<file path="src/hw/rtl/rpmc_pkg.sv">
`timescale 1ns / 1ps
`default_nettype none
package rpmc_pkg;

  // Gear selector codes
  localparam logic [7:0] GEAR_REVERSE = 8'h0E;
  localparam logic [7:0] GEAR_PARK    = 8'h0D;
  localparam logic [7:0] GEAR_NEUTRAL = 8'h00;

  // Turn indicator codes
  localparam logic [7:0] TURN_LEFT  = 8'h02;
  localparam logic [7:0] TURN_RIGHT = 8'h01;

  // Configuration register indexes
  localparam int unsigned CFG_IDX_W = 8;
  localparam logic [CFG_IDX_W-1:0] CFG_FEATURE_ENABLE      = 8'd0;
  localparam logic [CFG_IDX_W-1:0] CFG_PARK_POSITIONS      = 8'd1;
  localparam logic [CFG_IDX_W-1:0] CFG_OPERATIVE_POSITIONS = 8'd2;
  localparam logic [CFG_IDX_W-1:0] CFG_SEND_INTERVAL_MS    = 8'd3;
  localparam logic [CFG_IDX_W-1:0] CFG_EXIT_DELAY_MS       = 8'd4;
  localparam logic [CFG_IDX_W-1:0] CFG_RESTORE_HOLD_MS     = 8'd5;

  // Configuration reset values
  localparam logic [31:0] SEND_INTERVAL_RST = 32'd900;
  localparam logic [31:0] EXIT_DELAY_RST    = 32'd10000;
  localparam logic [31:0] RESTORE_HOLD_RST  = 32'd15000;

  // Mirror state kept between checks
  typedef struct packed {
    logic        left_park;
    logic        right_park;
    logic        restore;
    logic        store;
    logic [31:0] drive_entry;
    logic [31:0] restore_start;
    logic [31:0] last_send;
  } mirror_state_t;

endpackage
`default_nettype wire

</file>
<file path="src/hw/rtl/reverse_park_mirror_controller.sv">
`timescale 1ns / 1ps
`default_nettype none
// Reverse park mirror controller. Each input transaction is one periodic check
// (time, gear, turn indicator, position-stored flag) and yields exactly one
// result transaction with the mirror frame, its send flag and the mirror status.
// The block is a two-register pipeline: an input register feeds a single pass
// of compare-and-update logic whose outcome lands in the result register, so a
// new check is taken every cycle unless out_ready stalls the result register;
// its result passes through the input and then the result register. Throughput
// is one check per cycle without such a stall, set by the single state update
// per check; the input register lets a check enter while a previous result
// still waits for out_ready. Configuration writes are taken every cycle on the
// cfg_ channel and should be issued only while no check is in flight.
module reverse_park_mirror_controller (
  input  wire logic        clk,
  input  wire logic        rst_n,
  // configuration write channel
  input  wire logic        cfg_valid,
  output logic             cfg_ready,
  input  wire logic [rpmc_pkg::CFG_IDX_W-1:0] cfg_index,
  input  wire logic [31:0] cfg_wdata,
  // input channel
  input  wire logic        in_valid,
  output logic             in_ready,
  input  wire logic [31:0] in_now_ms,
  input  wire logic [7:0]  in_gear_code,
  input  wire logic [7:0]  in_turn_code,
  input  wire logic        in_position_stored,
  // result channel
  output logic             out_valid,
  input  wire logic        out_ready,
  output logic             out_send_frame,
  output logic [31:0]      out_frame_bytes,
  output logic             out_store_request,
  output logic             out_left_lowered,
  output logic             out_right_lowered,
  output logic             out_restoring
);

  // configuration registers
  logic        feature_enable_r;
  logic [31:0] park_positions_r;
  logic [31:0] operative_positions_r;
  logic [31:0] send_interval_r;
  logic [31:0] exit_delay_r;
  logic [31:0] restore_hold_r;

  // input register
  logic        s1_valid_r;
  logic [31:0] s1_now_r;
  logic [7:0]  s1_gear_r;
  logic [7:0]  s1_turn_r;
  logic        s1_stored_r;

  // mirror state
  rpmc_pkg::mirror_state_t st_r;
  rpmc_pkg::mirror_state_t st_nxt;

  // result register
  logic        out_valid_r;
  logic        send_r;
  logic [31:0] frame_r;
  logic        send_nxt;
  logic [31:0] frame_nxt;

  logic adv;
  logic in_acc;

  assign cfg_ready = 1'b1;
  assign adv       = s1_valid_r && (!out_valid_r || out_ready);
  assign in_ready  = !s1_valid_r || adv;
  assign in_acc    = in_valid && in_ready;

  // Write configuration registers
  always_ff @(posedge clk) begin
    if (!rst_n) begin
      feature_enable_r      <= 1'b0;
      park_positions_r      <= '0;
      operative_positions_r <= '0;
      send_interval_r       <= rpmc_pkg::SEND_INTERVAL_RST;
      exit_delay_r          <= rpmc_pkg::EXIT_DELAY_RST;
      restore_hold_r        <= rpmc_pkg::RESTORE_HOLD_RST;
    end else if (cfg_valid) begin
      unique case (cfg_index)
        rpmc_pkg::CFG_FEATURE_ENABLE:      feature_enable_r      <= cfg_wdata[0];
        rpmc_pkg::CFG_PARK_POSITIONS:      park_positions_r      <= cfg_wdata;
        rpmc_pkg::CFG_OPERATIVE_POSITIONS: operative_positions_r <= cfg_wdata;
        rpmc_pkg::CFG_SEND_INTERVAL_MS:    send_interval_r       <= cfg_wdata;
        rpmc_pkg::CFG_EXIT_DELAY_MS:       exit_delay_r          <= cfg_wdata;
        rpmc_pkg::CFG_RESTORE_HOLD_MS:     restore_hold_r        <= cfg_wdata;
        default: ;
      endcase
    end
  end

  // Capture the input transaction
  always_ff @(posedge clk) begin
    if (!rst_n) begin
      s1_valid_r <= 1'b0;
    end else if (in_ready) begin
      s1_valid_r <= in_valid;
    end
  end

  always_ff @(posedge clk) begin
    if (in_acc) begin
      s1_now_r    <= in_now_ms;
      s1_gear_r   <= in_gear_code;
      s1_turn_r   <= in_turn_code;
      s1_stored_r <= in_position_stored;
    end
  end

  // Step logic: all elapsed-time compares run in parallel off the old state
  logic        is_rev;
  logic        is_stop;
  logic        is_turn;
  logic        any_park;
  logic        drive_expired;
  logic        restart;
  logic        send_due;
  logic        hold_done;
  logic [31:0] drive_elapsed;
  logic [31:0] send_elapsed;
  logic [31:0] hold_elapsed;

  always_comb begin
    is_rev   = (s1_gear_r == rpmc_pkg::GEAR_REVERSE);
    is_stop  = (s1_gear_r == rpmc_pkg::GEAR_PARK) || (s1_gear_r == rpmc_pkg::GEAR_NEUTRAL);
    is_turn  = (s1_turn_r == rpmc_pkg::TURN_LEFT) || (s1_turn_r == rpmc_pkg::TURN_RIGHT);
    any_park = st_r.left_park || st_r.right_park;

    drive_elapsed = s1_now_r - st_r.drive_entry;
    send_elapsed  = s1_now_r - st_r.last_send;
    hold_elapsed  = s1_now_r - st_r.restore_start;

    // a freshly captured entry time has zero elapsed and never expires
    drive_expired = (st_r.drive_entry != '0) && (drive_elapsed > exit_delay_r);
    send_due      = send_elapsed > send_interval_r;
    hold_done     = hold_elapsed > restore_hold_r;

    st_nxt    = st_r;
    send_nxt  = 1'b0;
    frame_nxt = '0;
    restart   = 1'b0;

    if (s1_stored_r) begin
      st_nxt.store = 1'b0;
    end

    if (feature_enable_r) begin
      // gear handling
      priority if (is_rev) begin
        st_nxt.drive_entry = '0;
        if (!st_r.restore && is_turn) begin
          if (!any_park) begin
            st_nxt.store = 1'b1;
          end
          if (s1_turn_r == rpmc_pkg::TURN_LEFT) begin
            st_nxt.left_park = 1'b1;
          end else begin
            st_nxt.right_park = 1'b1;
          end
        end
      end else if (is_stop) begin
        st_nxt.drive_entry = '0;
        restart            = any_park;
        st_nxt.left_park   = 1'b0;
        st_nxt.right_park  = 1'b0;
      end else begin
        if (any_park && (st_r.drive_entry == '0)) begin
          st_nxt.drive_entry = s1_now_r;
        end
        if (drive_expired) begin
          restart            = any_park;
          st_nxt.left_park   = 1'b0;
          st_nxt.right_park  = 1'b0;
          st_nxt.drive_entry = '0;
        end
      end

      if (restart) begin
        st_nxt.restore       = 1'b1;
        st_nxt.restore_start = s1_now_r;
      end

      // assemble the frame from the updated park flags
      frame_nxt[15:0]  = st_nxt.left_park  ? park_positions_r[15:0]
                                           : operative_positions_r[15:0];
      frame_nxt[31:16] = st_nxt.right_park ? park_positions_r[31:16]
                                           : operative_positions_r[31:16];

      // pace frames and time out the restore phase
      if (st_nxt.left_park || st_nxt.right_park || st_nxt.restore) begin
        if (!st_nxt.store && send_due) begin
          send_nxt         = 1'b1;
          st_nxt.last_send = s1_now_r;
        end
        if (st_nxt.restore && !restart && hold_done) begin
          st_nxt.restore = 1'b0;
        end
      end
    end
  end

  // Commit state on each step
  always_ff @(posedge clk) begin
    if (!rst_n) begin
      st_r <= '0;
    end else if (adv) begin
      st_r <= st_nxt;
    end
  end

  // Result register
  always_ff @(posedge clk) begin
    if (!rst_n) begin
      out_valid_r <= 1'b0;
    end else if (adv) begin
      out_valid_r <= 1'b1;
    end else if (out_ready) begin
      out_valid_r <= 1'b0;
    end
  end

  always_ff @(posedge clk) begin
    if (adv) begin
      send_r  <= send_nxt;
      frame_r <= frame_nxt;
    end
  end

  assign out_valid         = out_valid_r;
  assign out_send_frame    = send_r;
  assign out_frame_bytes   = frame_r;
  assign out_store_request = st_r.store;
  assign out_left_lowered  = st_r.left_park;
  assign out_right_lowered = st_r.right_park;
  assign out_restoring     = st_r.restore;

  // A sent frame never goes out while a store request is pending
  a_send_not_stored: assert property (@(posedge clk) disable iff (!rst_n)
    out_valid_r && send_r |-> !st_r.store)
    else $error("frame sent with store request pending");

  // Restoring and lowered mirrors never coexist
  a_restore_excl: assert property (@(posedge clk) disable iff (!rst_n)
    !(st_r.restore && (st_r.left_park || st_r.right_park)))
    else $error("restore active with mirror lowered");

  // An armed drive timer implies a lowered mirror
  a_timer_armed: assert property (@(posedge clk) disable iff (!rst_n)
    (st_r.drive_entry != '0) |-> (st_r.left_park || st_r.right_park))
    else $error("drive timer armed with no mirror lowered");

  // A sent frame records its time as the last send time
  a_last_send: assert property (@(posedge clk) disable iff (!rst_n)
    adv && send_nxt |=> st_r.last_send == $past(s1_now_r))
    else $error("last send time not updated");

endmodule
`default_nettype wire

</file>
<file path="config.mk">
export PLATFORM = sky130hd
export DESIGN_NAME = reverse_park_mirror_controller
export DESIGN_NICKNAME = d
export VERILOG_FILES = /design/src/hw/rtl/rpmc_pkg.sv /design/src/hw/rtl/reverse_park_mirror_controller.sv
export SDC_FILE = /design/constraint.sdc
export NUM_CORES = 1
export LEC_CHECK = 0
export ABC_CLOCK_PERIOD_IN_PS = 6950
export BUFFER_PORTS_ARGS = -buffer_cell sky130_fd_sc_hd__buf_2
export CORE_ASPECT_RATIO = 1.4
export CORE_UTILIZATION = 50
export CTS_BUF_LIST = sky130_fd_sc_hd__clkbuf_4 sky130_fd_sc_hd__clkbuf_8 sky130_fd_sc_hd__clkbuf_16
export DETAILED_ROUTE_END_ITERATION = 8
export PLACE_DENSITY = 0.76
export SYNTH_ARGS = -nofsm -noshare
export SYNTH_HDL_FRONTEND = slang
export SYNTH_SLANG_ARGS = --single-unit
</file>
<file path="constraint.sdc">
create_clock -name clk -period 6.95 [get_ports clk]
set_clock_uncertainty 0.05 [all_clocks]
set_input_delay 1.7375 -clock clk [delete_from_list [all_inputs] [get_ports clk]]
set_output_delay 1.7375 -clock clk [all_outputs]
set_load 0.05 [all_outputs]
</file>
==> run summary <==
I/O Buffers: 132
P_leak: 8.36 nW
Vias: 16700
Vias in the first global route: 15700
Data required, critical path: 7.28 ns
# rows: 87
Nets@finish: 2739
Number of flops mapped to enable cells by yosys: 82
Synth top area cells: dfxtp_1, edfxtp_1, ha_1
Via/cell ratio: 5.55
Synth unique cells: 80
Final Hold Vio Count: 0
Relative slew slack: 13.5%
CTS sink count: 345
Net switching power: 1.20 mW
Post-route worst setup slack: 0.788 ns
Worst-Margin Slew: 1.29 ns
Largest net degree at the start of global routing: 126
Placed Area: 0.0214 sq mm
PwrDens: 204 mW/mm^2
GPL Wtd Cong: 0.994
Post-Synthesis Cells: 2362
Place WS: 0.898 ns
Final Slew Violations: 0
DRT antenna net count: 0
Crit path cell chain: ha_1, nor2b_1, o21a_1, o21ai_0, a21oi_1, a41oi_1, o22a_1, a31oi_1, a21oi_1, o211ai_1, ha_1, nand4_1, nor4_1, a31oi_1, and2_1, a22oi_2, o31ai_1, a21oi_2, and2b_1, buf_4, mux2i_1
Longest Clk Path Bufs: 3
Pre-Repair DR Iteration Count: 6
Drt drc: 0
Finished Cell Area: 0.0225 sq mm
Register area share after synthesis: 38.1%
Crit-path max cell delay: 0.59 ns
Core ar.: 0.0402 sq mm
Fmax: 162 MHz
Top cell type by total area after synthesis: dfxtp_1
# hold bufs at CTS: 0
Starting Density: 50.6%
Die ar.: 0.0414 sq mm
Final Non-Filler Cells: 3015
Post-CTS sizing: 0
Setup CP Type: reg -> reg
CP Data Arrival Time: 6.50 ns
Worst IR Drop VDD: 180 uV
First-pass GRT wire length: 82.1 mm
Hpwl dp: 39.4 mm
Unrepaired setup endpoints after global routing: no
Flops & latches, synth: 345
Detailed Route WL: 52.4 mm
CTS tree: done
Die width: 172 um
Flop pwr share: 45.8%
Top delay family on crit path: compound AO/OA/AOI/OAI gates
Share of cells above drive strength 1: 10.3%
Area grow syn2layout: 10.8%
Cell internal pwr: 3.40 mW
Drt first-iter violations: 1282
Warnings, synthesis: 0
Routed len/inst: 17.4 um
Inst Count DP: 2950
Commonest non-fill, non-tap cells in the layout: nand2_1, dfxtp_1, inv_1, ha_1, a21boi_0
GRT overflow: 0
Root buffer cell: clkbuf_16
Critical path fanouts, max: 17
TritonCTS buffer count: 35
WP buf/inv: 1
Final period utilization: 88.7%
Slowest stage cell, crit path: edfxtp_1
Element type at the critical path end: flop
Most common cell after layout, fill and taps aside: nand2_1
Later-pin clock latency in the skew report: 0.54 ns
Initial antenna violation count: 2
Worst setup SP type: flop
Total GRT Usage: 25.3%
Post-CTS setup buffer count: 0
HP Class: reg -> reg
Max cap viols: 0
Clock power frac: 40.8%
H-tree depth: 2
Mean post-synth cell area: 8.60 sq um
Total negative slack: 0 ns
Clk pin slew, worst setup/hold paths: 0.06 ns
Async set-or-reset flop fraction in the synthesized netlist: 0%
Yosys top cell area share: 25.9%
Netlist Area Pre-Place: 0.0203 sq mm
Sw frac: 26.0%
Total power: 4.60 mW
Fin util: 56.0%
Die Span Y: 240 um
Final hold slack: 0.403 ns
Tmin final: 6.16 ns
I/O pin count: 134
Status: finished, final reports clean
Post-synth top flop: dfxtp_1
Syn_nets: 2648
Final Setup Violations: 0
Logic pwr share: 13.4%
[registers in the layout (all words and copies together), names as in the netlist]
name                   count
st_r                      96
exit_delay_r              32
operative_positions_r     32
out_frame_bytes           32
park_positions_r          32
restore_hold_r            32
s1_now_r                  32
send_interval_r           32
s1_gear_r                  8
s1_turn_r                  8
feature_enable_r           1
out_left_lowered           1
out_restoring              1
out_right_lowered          1
out_send_frame             1
out_store_request          1
out_valid                  1
s1_stored_r                1
s1_valid_r                 1
[worst paths after layout]
| kind | from | to | slack [ns] | cells after the start |
|---|---|---|---|---|
| setup reg to reg | s1_now_r[1]$_DFFE_PP_ | out_frame_bytes[10]$_SDFFCE_PN0P_ | 0.79 | 21 |
| hold / removal | st_r[45]$_SDFFE_PN0P_ | st_r[45]$_SDFFE_PN0P_ | 0.40 | 2 |
| hold reg to reg | st_r[45]$_SDFFE_PN0P_ | st_r[45]$_SDFFE_PN0P_ | 0.40 | 2 |
| setup / recovery | s1_now_r[1]$_DFFE_PP_ | out_frame_bytes[10]$_SDFFCE_PN0P_ | 0.79 | 21 |
[synthesized netlist by cell type, drive strengths merged, types with 4 or more instances]
library cell	number
nor3	17
a21o	71
dfxtp	263
o31a	4
and4	4
ha	189
nor2b	22
inv	203
nand2b	21
xor2	24
nand4	25
clkbuf	77
nor4	15
a2111oi	6
nand3	51
nor4b	4
a31oi	10
a21oi	110
o211ai	19
or3	5
and3	15
o21a	21
mux2i	96
edfxtp	82
nand2	556
o21bai	12
a211oi	8
o21ai	42
xnor2	64
nor2	67
a21boi	180
a22oi	5
buf	16
or2	10
[cells by family (layout without fill, tap and decap cells)]
kind of cell | Yosys count | count (layout) | synth area share [%]
buffers and inverters | 299 | 416 | 5.95
XOR/XNOR | 88 | 88 | 3.80
AND/OR/NAND/NOR | 825 | 825 | 17.6
multiplexers | 96 | 96 | 4.73
other | 1 | 3 | 0.0185
AO/OA/AOI/OAI | 516 | 516 | 17.9
flip-flops | 345 | 345 | 38.1
adder cells (fa/ha/maj) | 192 | 192 | 11.9
[layout make-up]
type	instances	area (sq um)
Inverter	203	762
Sequential cell	345	7730
Clock buffer	50	1020
Tap cell	534	668
Clock inverter	13	108
Fill cell	3619	17700
Timing Repair Buffer	150	802
Multi-Input combinational cell	1718	11400
Antenna cell	2	5.00
[worst reg2reg max path, stage by stage (launching register included)]
cell and delay, ns:
edfxtp_1 0.59, ha_1 0.37, nor2b_1 0.13, o21a_1 0.17
o21ai_0 0.22, a21oi_1 0.16, a41oi_1 0.54, o22a_1 0.25
a31oi_1 0.16, a21oi_1 0.41, o211ai_1 0.17, ha_1 0.34
nand4_1 0.17, nor4_1 0.53, a31oi_1 0.21, and2_1 0.21
a22oi_2 0.20, o31ai_1 0.12, a21oi_2 0.32, and2b_1 0.18
buf_4 0.29, mux2i_1 0.25
[routing by layer]
layer	vias up	routed length [um]	GRT usage [%]
li1	8237	-	-
met1	7911	22400	32.0
met2	492	24500	42.3
met3	98	3510	4.48
met4	0	2000	10.3
met5	-	0	0
[power by group through the flow]
stage                     registers [mW]  logic (mW)  clock network (mW)
after floorplan                     2.16       0.409                   0
after global placement              2.15       0.587                   0
after detailed placement            2.15       0.605                   0
after CTS                           2.11       0.609                1.91
after global routing                2.11       0.677                1.98
final                               2.11       0.615                1.88
Power figures use the tool's default switching activity.
